$ cat src/rtl/rpct_pkg.sv
`timescale 1ns / 1ps
package rpct_pkg;

  localparam int unsigned PosW   = 31;
  localparam int unsigned ShiftW = 16;
  localparam int unsigned ScaleW = 24;
  localparam int unsigned ValW   = 32;
  localparam int unsigned CfgIdxW = 3;
  localparam int unsigned CfgDataW = 32;
  localparam logic [ScaleW-1:0] ScaleReset = 24'd65536;

  typedef enum logic [CfgIdxW-1:0] {
    REG_FIVE_SHIFT  = 3'd0,
    REG_THREE_SHIFT = 3'd1,
    REG_TRACK_LEN   = 3'd2,
    REG_SCALE       = 3'd3,
    REG_BASELINE    = 3'd4
  } cfg_reg_e;

  typedef enum logic [2:0] {
    ST_IDLE,
    ST_INSERT,
    ST_LEAD,
    ST_SWEEP,
    ST_FINISH
  } ctrl_state_e;

  // controller to datapath
  typedef struct packed {
    logic capture;
    logic insert;
    logic lead;
    logic step;
    logic finish;
  } dp_cmd_t;

  // datapath to controller
  typedef struct packed {
    logic last_tag;
    logic no_tags;
    logic sweep_done;
  } dp_status_t;

endpackage

$ cat src/rtl/rpct_ctrl.sv
`timescale 1ns / 1ps
module rpct_ctrl (
  input  logic                  clk_i,
  input  logic                  rst_ni,
  input  logic                  start_i,
  input  rpct_pkg::dp_status_t  status_i,
  output rpct_pkg::dp_cmd_t     cmd_o,
  output logic                  busy_o
);
  import rpct_pkg::*;

  ctrl_state_e state_q, state_d;

  // hold state
  always_ff @(posedge clk_i or negedge rst_ni) begin
    if (!rst_ni) begin
      state_q <= ST_IDLE;
    end else begin
      state_q <= state_d;
    end
  end

  // sequence load, lead run, sweep and final result
  always_comb begin
    state_d = state_q;
    cmd_o   = '0;
    busy_o  = 1'b1;
    unique case (state_q)
      ST_IDLE: begin
        busy_o = 1'b0;
        if (start_i) begin
          cmd_o.capture = 1'b1;
          state_d = ST_INSERT;
        end
      end
      ST_INSERT: begin
        cmd_o.insert = 1'b1;
        if (!status_i.last_tag) begin
          state_d = ST_IDLE;
        end else begin
          state_d = ST_LEAD;
        end
      end
      ST_LEAD: begin
        if (status_i.no_tags) begin
          state_d = ST_FINISH;
        end else begin
          cmd_o.lead = 1'b1;
          state_d = ST_SWEEP;
        end
      end
      ST_SWEEP: begin
        if (status_i.sweep_done) begin
          state_d = ST_FINISH;
        end else begin
          cmd_o.step = 1'b1;
        end
      end
      ST_FINISH: begin
        cmd_o.finish = 1'b1;
        state_d = ST_IDLE;
      end
      default: state_d = ST_IDLE;
    endcase
  end

endmodule

$ cat src/rtl/rpct_datapath.sv
`timescale 1ns / 1ps
module rpct_datapath #(
  parameter int unsigned MAX_TAGS = 16
) (
  input  logic                              clk_i,
  input  logic                              rst_ni,
  input  logic                              cfg_we_i,
  input  logic [rpct_pkg::CfgIdxW-1:0]      cfg_idx_i,
  input  logic [rpct_pkg::CfgDataW-1:0]     cfg_wdata_i,
  input  logic [rpct_pkg::PosW-1:0]         tag_position_i,
  input  logic                              minus_strand_i,
  input  logic                              last_tag_i,
  input  rpct_pkg::dp_cmd_t                 cmd_i,
  output rpct_pkg::dp_status_t              status_o,
  output logic                              valid_o,
  output logic [rpct_pkg::PosW-1:0]         boundary_position_o,
  output logic signed [rpct_pkg::ValW-1:0]  coverage_value_o,
  output logic                              last_of_run_o,
  output logic                              empty_track_o,
  output logic                              tags_dropped_o
);
  import rpct_pkg::*;

  localparam int unsigned CntW = $clog2(MAX_TAGS + 1);
  localparam int unsigned IdxW = (MAX_TAGS > 1) ? $clog2(MAX_TAGS) : 1;
  localparam int unsigned ExtW = PosW + 2;

  // configuration registers
  logic signed [ShiftW-1:0] five_q, three_q;
  logic [PosW-1:0]          len_q;
  logic [ScaleW-1:0]        scale_q;
  logic signed [ValW-1:0]   base_q;

  always_ff @(posedge clk_i or negedge rst_ni) begin
    if (!rst_ni) begin
      five_q  <= '0;
      three_q <= '0;
      len_q   <= '0;
      scale_q <= ScaleReset;
      base_q  <= '0;
    end else if (cfg_we_i) begin
      unique case (cfg_idx_i)
        REG_FIVE_SHIFT:  five_q  <= cfg_wdata_i[ShiftW-1:0];
        REG_THREE_SHIFT: three_q <= cfg_wdata_i[ShiftW-1:0];
        REG_TRACK_LEN:   len_q   <= cfg_wdata_i[PosW-1:0];
        REG_SCALE:       scale_q <= cfg_wdata_i[ScaleW-1:0];
        REG_BASELINE:    base_q  <= cfg_wdata_i;
        default: ;
      endcase
    end
  end

  // captured transaction
  logic [PosW-1:0] tag_q;
  logic            minus_q, last_q;

  always_ff @(posedge clk_i) begin
    if (cmd_i.capture) begin
      tag_q   <= tag_position_i;
      minus_q <= minus_strand_i;
      last_q  <= last_tag_i;
    end
  end

  // fragment ends, clamped to the track
  logic signed [ExtW-1:0] tag_x, s_raw, e_raw, len_x;
  logic signed [ExtW-1:0] sh_s, sh_e;
  logic [PosW-1:0]        s_clamp, e_clamp;

  always_comb begin
    tag_x = $signed({2'b00, tag_q});
    len_x = $signed({2'b00, len_q});
    sh_s  = ExtW'(minus_q ? three_q : five_q);
    sh_e  = ExtW'(minus_q ? five_q : three_q);
    s_raw = tag_x - sh_s;
    e_raw = tag_x + sh_e;
    if (s_raw < 0) s_clamp = '0;
    else if (s_raw > len_x) s_clamp = len_q;
    else s_clamp = s_raw[PosW-1:0];
    if (e_raw < 0) e_clamp = '0;
    else if (e_raw > len_x) e_clamp = len_q;
    else e_clamp = e_raw[PosW-1:0];
  end

  // sorted stores with parallel insertion
  logic [PosW-1:0] st_q [MAX_TAGS];
  logic [PosW-1:0] en_q [MAX_TAGS];
  logic [CntW-1:0] n_q;
  logic            ovf_q;
  logic            room;

  assign room = (n_q < CntW'(MAX_TAGS));

  always_ff @(posedge clk_i) begin
    if (cmd_i.insert && room) begin
      for (int i = 0; i < MAX_TAGS; i++) begin
        if ((CntW'(i) < n_q) && (st_q[i] <= s_clamp)) st_q[i] <= st_q[i];
        else if ((i > 0) && (CntW'(i) <= n_q) && (st_q[(i > 0) ? i - 1 : 0] > s_clamp))
          st_q[i] <= st_q[(i > 0) ? i - 1 : 0];
        else if (CntW'(i) <= n_q) st_q[i] <= s_clamp;

        if ((CntW'(i) < n_q) && (en_q[i] <= e_clamp)) en_q[i] <= en_q[i];
        else if ((i > 0) && (CntW'(i) <= n_q) && (en_q[(i > 0) ? i - 1 : 0] > e_clamp))
          en_q[i] <= en_q[(i > 0) ? i - 1 : 0];
        else if (CntW'(i) <= n_q) en_q[i] <= e_clamp;
      end
    end
  end

  // fill count and drop flag
  always_ff @(posedge clk_i or negedge rst_ni) begin
    if (!rst_ni) begin
      n_q   <= '0;
      ovf_q <= 1'b0;
    end else if (cmd_i.finish) begin
      n_q   <= '0;
      ovf_q <= 1'b0;
    end else if (cmd_i.insert) begin
      if (room) n_q <= n_q + CntW'(1);
      else ovf_q <= 1'b1;
    end
  end

  // sweep cursors, running value and last boundary
  logic [CntW-1:0]        is_q, ie_q;
  logic signed [ValW-1:0] acc_q;
  logic [PosW-1:0]        prev_q;
  logic [PosW-1:0]        s_rd, e_rd;
  logic signed [ValW-1:0] scale_x, lvl;
  logic                   s_ok, e_ok, take_s, take_both;

  assign s_rd    = st_q[is_q[IdxW-1:0]];
  assign e_rd    = en_q[ie_q[IdxW-1:0]];
  assign s_ok    = (is_q < n_q);
  assign e_ok    = (ie_q < n_q);
  assign take_s  = s_ok && (s_rd < e_rd);
  assign take_both = s_ok && (s_rd == e_rd);
  assign scale_x = $signed({{(ValW-ScaleW){1'b0}}, scale_q});
  assign lvl     = (acc_q < base_q) ? base_q : acc_q;

  assign status_o.last_tag   = last_q;
  assign status_o.no_tags    = (n_q == '0);
  assign status_o.sweep_done = !e_ok;

  // candidate emission of this cycle
  logic                   emit;
  logic [PosW-1:0]        emit_pos;
  logic signed [ValW-1:0] emit_val;

  always_comb begin
    emit     = 1'b0;
    emit_pos = e_rd;
    emit_val = lvl;
    if (cmd_i.lead) begin
      // leading run ends at the smaller of the two first entries
      emit_pos = (st_q[0] < en_q[0]) ? st_q[0] : en_q[0];
      emit_val = (base_q > 0) ? base_q : '0;
      emit     = (emit_pos != '0);
    end else if (cmd_i.step) begin
      if (take_s) begin
        emit_pos = s_rd;
        emit     = (s_rd != prev_q);
      end else if (!take_both) begin
        emit_pos = e_rd;
        emit     = (e_rd != prev_q);
      end
    end
  end

  always_ff @(posedge clk_i) begin
    if (cmd_i.lead) begin
      is_q   <= '0;
      ie_q   <= '0;
      acc_q  <= '0;
      prev_q <= emit_pos;
    end else if (cmd_i.step) begin
      if (take_s) begin
        is_q  <= is_q + CntW'(1);
        acc_q <= acc_q + scale_x;
      end else if (take_both) begin
        is_q <= is_q + CntW'(1);
        ie_q <= ie_q + CntW'(1);
      end else begin
        ie_q  <= ie_q + CntW'(1);
        acc_q <= acc_q - scale_x;
      end
      if (emit) prev_q <= emit_pos;
    end
  end

  // pending result: released when the next one arrives or at the end
  logic                   pend_q;
  logic [PosW-1:0]        ppos_q;
  logic signed [ValW-1:0] pval_q;

  always_ff @(posedge clk_i or negedge rst_ni) begin
    if (!rst_ni) begin
      pend_q <= 1'b0;
    end else if (cmd_i.finish) begin
      pend_q <= 1'b0;
    end else if (emit) begin
      pend_q <= 1'b1;
    end
  end

  always_ff @(posedge clk_i) begin
    if (emit) begin
      ppos_q <= emit_pos;
      pval_q <= emit_val;
    end
  end

  // output register
  logic                   vld_q, lst_q, emp_q, drp_q;
  logic [PosW-1:0]        opos_q;
  logic signed [ValW-1:0] oval_q;

  always_ff @(posedge clk_i or negedge rst_ni) begin
    if (!rst_ni) begin
      vld_q <= 1'b0;
    end else begin
      vld_q <= cmd_i.finish || (emit && pend_q);
    end
  end

  always_ff @(posedge clk_i) begin
    opos_q <= ppos_q;
    oval_q <= pval_q;
    lst_q  <= cmd_i.finish;
    emp_q  <= cmd_i.finish && !pend_q;
    drp_q  <= ovf_q;
    if (cmd_i.finish && !pend_q) begin
      opos_q <= '0;
      oval_q <= '0;
    end
  end

  assign valid_o             = vld_q;
  assign boundary_position_o = opos_q;
  assign coverage_value_o    = oval_q;
  assign last_of_run_o       = lst_q;
  assign empty_track_o       = emp_q;
  assign tags_dropped_o      = drp_q;

endmodule

$ cat src/rtl/read_pileup_coverage_track.sv
`timescale 1ns / 1ps
// Channel  | Ports                                        | Handshake
// tag in   | tag_position_i, minus_strand_i, last_tag_i   | start_i & !busy_o
// config   | cfg_idx_i, cfg_wdata_i                       | cfg_we_i
// result   | boundary_position_o, coverage_value_o, ...   | valid_o strobe
//
// A tag is captured, then inserted into both sorted stores in one parallel
// step. A last tag adds a lead step, a sweep of at most 2*MAX_TAGS store
// steps plus a step that sees the end, and a final step; each result is held
// one emission, and the last shows in the cycle after the final step.
// Reset clears the state, fill count, drop flag and configuration registers; stores are not cleared.
// The receiver cannot stall: each result shows on valid_o for one cycle.
module read_pileup_coverage_track #(
  parameter int unsigned MAX_TAGS = 16
) (
  input  logic                              clk_i,
  input  logic                              rst_ni,
  input  logic                              start_i,
  output logic                              busy_o,
  input  logic [rpct_pkg::PosW-1:0]         tag_position_i,
  input  logic                              minus_strand_i,
  input  logic                              last_tag_i,
  input  logic                              cfg_we_i,
  input  logic [rpct_pkg::CfgIdxW-1:0]      cfg_idx_i,
  input  logic [rpct_pkg::CfgDataW-1:0]     cfg_wdata_i,
  output logic                              valid_o,
  output logic [rpct_pkg::PosW-1:0]         boundary_position_o,
  output logic signed [rpct_pkg::ValW-1:0]  coverage_value_o,
  output logic                              last_of_run_o,
  output logic                              empty_track_o,
  output logic                              tags_dropped_o
);
  import rpct_pkg::*;

  dp_cmd_t    cmd;
  dp_status_t status;

  rpct_ctrl u_ctrl (
    .clk_i    (clk_i),
    .rst_ni   (rst_ni),
    .start_i  (start_i),
    .status_i (status),
    .cmd_o    (cmd),
    .busy_o   (busy_o)
  );

  rpct_datapath #(
    .MAX_TAGS (MAX_TAGS)
  ) u_datapath (
    .clk_i               (clk_i),
    .rst_ni              (rst_ni),
    .cfg_we_i            (cfg_we_i),
    .cfg_idx_i           (cfg_idx_i),
    .cfg_wdata_i         (cfg_wdata_i),
    .tag_position_i      (tag_position_i),
    .minus_strand_i      (minus_strand_i),
    .last_tag_i          (last_tag_i),
    .cmd_i               (cmd),
    .status_o            (status),
    .valid_o             (valid_o),
    .boundary_position_o (boundary_position_o),
    .coverage_value_o    (coverage_value_o),
    .last_of_run_o       (last_of_run_o),
    .empty_track_o       (empty_track_o),
    .tags_dropped_o      (tags_dropped_o)
  );

endmodule

$ cat config.mk
export PLATFORM = sky130hd
export DESIGN_NAME = read_pileup_coverage_track
export DESIGN_NICKNAME = d
export VERILOG_FILES = /design/src/rtl/rpct_pkg.sv /design/src/rtl/rpct_ctrl.sv /design/src/rtl/rpct_datapath.sv /design/src/rtl/read_pileup_coverage_track.sv
export SDC_FILE = /design/constraint.sdc
export NUM_CORES = 2
export LEC_CHECK = 0
export BUFFER_PORTS_ARGS = -buffer_cell sky130_fd_sc_hd__clkbuf_2
export CAP_MARGIN = 20
export CORE_ASPECT_RATIO = 0.8
export CORE_MARGIN = 4
export CORE_UTILIZATION = 52
export DETAILED_ROUTE_END_ITERATION = 16
export PLACE_DENSITY = 0.68
export SYNTH_ARGS = -nofsm -noshare
export SYNTH_HDL_FRONTEND = slang
export SYNTH_SLANG_ARGS = --single-unit
export TNS_END_PERCENT = 5
$ cat constraint.sdc
create_clock -name clk_i -period 11.5 [get_ports clk_i]
set_input_delay 1.725 -clock clk_i [delete_from_list [all_inputs] [get_ports clk_i]]
set_output_delay 1.725 -clock clk_i [all_outputs]
set_load 0.1 [all_outputs]
==> metrics.cfg <==
[status]
outcome=finished, final reports clean

[cts]
cts_made_buffers=150
post-cts-setup-buffers=0
cts_sinks=1365
clockRootBuffer=clkbuf_16
htree_levels=4
clk_pin_slew_ns=0.06
clkLatencyLatePin_ns=0.84
cts_buffer_depth=3
tritoncts=built

[global_route]
grt_pass1_wl_um=521000
track_usage=0.376
antenna_found_initial=27
grt_overflow=0
grt_pass1_vias=72000
grt_max_degree=99

[logic_synthesis]
synth_ff_type=edfxtp_1
synth_top_area_share=0.350
yosys.area_share.adder=0.156
synth_commonest_cells=ha_1, edfxtp_1, mux2_2, a21oi_1, nand2_1
synth_compound_area_frac=0.104
netlist_instances=7956
ys_top_cells_by_area=edfxtp_1, ha_1, mux2_2
ys_warn_count=0
yosysMostFrequentCell=ha_1
ys_seq_area_frac=0.409
muxShareOfSynthArea=0.203
synth.distinct_cells=98
synth_seq_cells=1365
syn_nets=9225
post_synth_instance_area_um2=95900
yosys.area.top_type=edfxtp_1
synth_top_family_by_area=multiplexers
synth-edff-count=1119
synthXorXnorAreaFrac=0.0206
synthSimpleGateAreaFrac=0.0812
syn_avg_cell_area_um2=12.1
synthArstFlopShare=0.0952

[die]
dieArea_um2=191000
fp-row-count=140
die_w_um=488
core_area_um2=183000
die_h_um=392
pin_count=140
start_util=0.525

[detailed_routing]
wl_per_cell_um=34.3
drt_first_pass_iters=7
wirelength_um=367000
drtIter0Drc=9777
vias=74500
route.detailed.drc=0
vias_per_cell=6.95
ant_nets=0

[setup_path]
cp_slowest_stage_delay_ns=0.78
critPathSlowestCell=mux2i_1
cp_num_buf_inv=6
critPathTopFamily=compound AO/OA/AOI/OAI gates
r2r_slack_ns=0.24
crit_type=flip-flop to flip-flop
worst-path-max-fanout=32
worstSetupStartpointType=flip-flop
crit_arrival_ns=11.83
required_ns=12.06
cp-end-kind=flip-flop

[sta]
fin_crit_sh=0.979
period_minus_slack_ns=11.26
max_slew.worst_pin.slew_ns=1.29
slew_headroom=0.130
tns_ns=0
rsz0062_at_grt=false
fin_skew_ns=0.0275
max_clock_freq_mhz=88.8
maxSlewViolCount=0
setup_viol=0
hold_violations=0

[final_layout]
drive_gt1_frac=0.257
final_nets=9440
area_delta_synth_final_pct=10.3
nFillCells=14900

[job]
timing.max_cap.violations=0

[place]
post-dp-hpwl_um=280000
io_buffers=139
gp_congestion=1.05

[hold_path]
hold_class=flip-flop to flip-flop

[layout by cell type, fill, tap and decap left out, types with 34 or more instances in the layout]
| cell type | n |
|---|---|
| mux2i_1 | 191 |
| nand3_1 | 96 |
| ha_1 | 1194 |
| o21ai_0 | 333 |
| inv_1 | 210 |
| xor2_1 | 92 |
| nor2b_1 | 148 |
| nor4_1 | 69 |
| inv_2 | 60 |
| o31ai_1 | 34 |
| nand4_1 | 230 |
| nand2_1 | 332 |
| a211oi_1 | 63 |
| nand2b_1 | 39 |
| a21oi_1 | 424 |
| dfxtp_1 | 108 |
| a22o_1 | 36 |
| mux2_2 | 1024 |
| buf_4 | 233 |
| a21o_1 | 299 |
| edfxtp_1 | 1119 |
| clkbuf_16 | 155 |
| nor3_1 | 84 |
| nor2_1 | 294 |
| clkbuf_2 | 138 |
| mux4_2 | 258 |
| o21a_1 | 85 |
| xnor2_1 | 132 |
| dfrtp_1 | 129 |
| nor2_2 | 48 |
| o211ai_1 | 38 |
[sequential cells by signal, indices dropped and copies added, names as in the netlist, 16 cells and up, named ones only]
name,count
u_datapath.tag_q,31
u_datapath.boundary_position_o,31
u_datapath.len_q,31
u_datapath.five_q,16
u_datapath.en_q,496
u_datapath.prev_q,31
u_datapath.scale_q,24
u_datapath.three_q,16
u_datapath.ppos_q,31
u_datapath.coverage_value_o,32
u_datapath.acc_q,32
u_datapath.base_q,32
u_datapath.st_q,496
u_datapath.pval_q,32
[layer usage]
layer  track usage  wire (um)  share of wire  vias to the layer above
li1              -          -              -                    31400
met1         0.512     146000           0.40                    37600
met2         0.543     153000           0.42                     4656
met3         0.111      45300           0.12                      880
met4         0.196      23100          0.063                        6
met5       0.00915        220        0.00060                        -
[cell type report]
cell class / count / area (um2) / area share
Multi-Input combinational cell: 5975 / 54600 / 0.516
Sequential cell: 1365 / 39200 / 0.371
Clock buffer: 188 / 4040 / 0.0382
Timing Repair Buffer: 406 / 3100 / 0.0293
Tap cell: 2414 / 3020 / 0.0285
Inverter: 273 / 1030 / 0.00971
Clock inverter: 84 / 798 / 0.00755
Antenna cell: 14 / 35.0 / 0.000331
[final timing paths]
| kind | end | startpoint | cells past startpoint |
|---|---|---|---|
| worst max-delay path | u_datapath.st_q[8][14] | u_datapath.minus_q | 34 |
| worst min-delay path | u_datapath.tags_dropped_o | u_datapath.ovf_q | 0 |
| worst max register to register | u_datapath.st_q[8][14] | u_datapath.minus_q | 34 |
| worst min register to register | u_datapath.tags_dropped_o | u_datapath.ovf_q | 0 |
| max in group asynchronous | u_datapath.len_q[5] | rst_ni | 2 |
| min in group asynchronous | u_datapath.five_q[14] | rst_ni | 1 |
[cells by family (layout without fill, tap and decap cells)]
logic type,count (synthesis),in the layout
compound gates,1549,1549
simple gates,1516,1516
mux,1488,1488
flops,1365,1365
fa+ha+maj,1197,1197
buf+inv,616,951
xor+xnor,225,225
other cells,0,14
[repair_timing]
action                                  4_1_cts  5_1_grt
resized for setup                             0        2
endpoints found under the setup margin        0       31
hold buffers                                  0        0
[per-stage QoR]
stage | std cells | area [um2] | util | setup WS (ns) | hold slack (ns)
floorplan | 7956 | 95900 | - | 1.09 | 0.369
global placement | 10400 | 101000 | 0.552 | 0.0368 | 0.392
detailed placement | 10400 | 101000 | 0.552 | 0.416 | 0.396
CTS | 10700 | 106000 | 0.578 | 0.373 | 0.410
global route | 10700 | 106000 | 0.579 | 0.0547 | 0.430
finish | 10700 | 106000 | 0.579 | 0.239 | 0.415
Power is not shown: default switching activity piles up to over one toggle a cycle in this logic, so the estimate is an artifact.
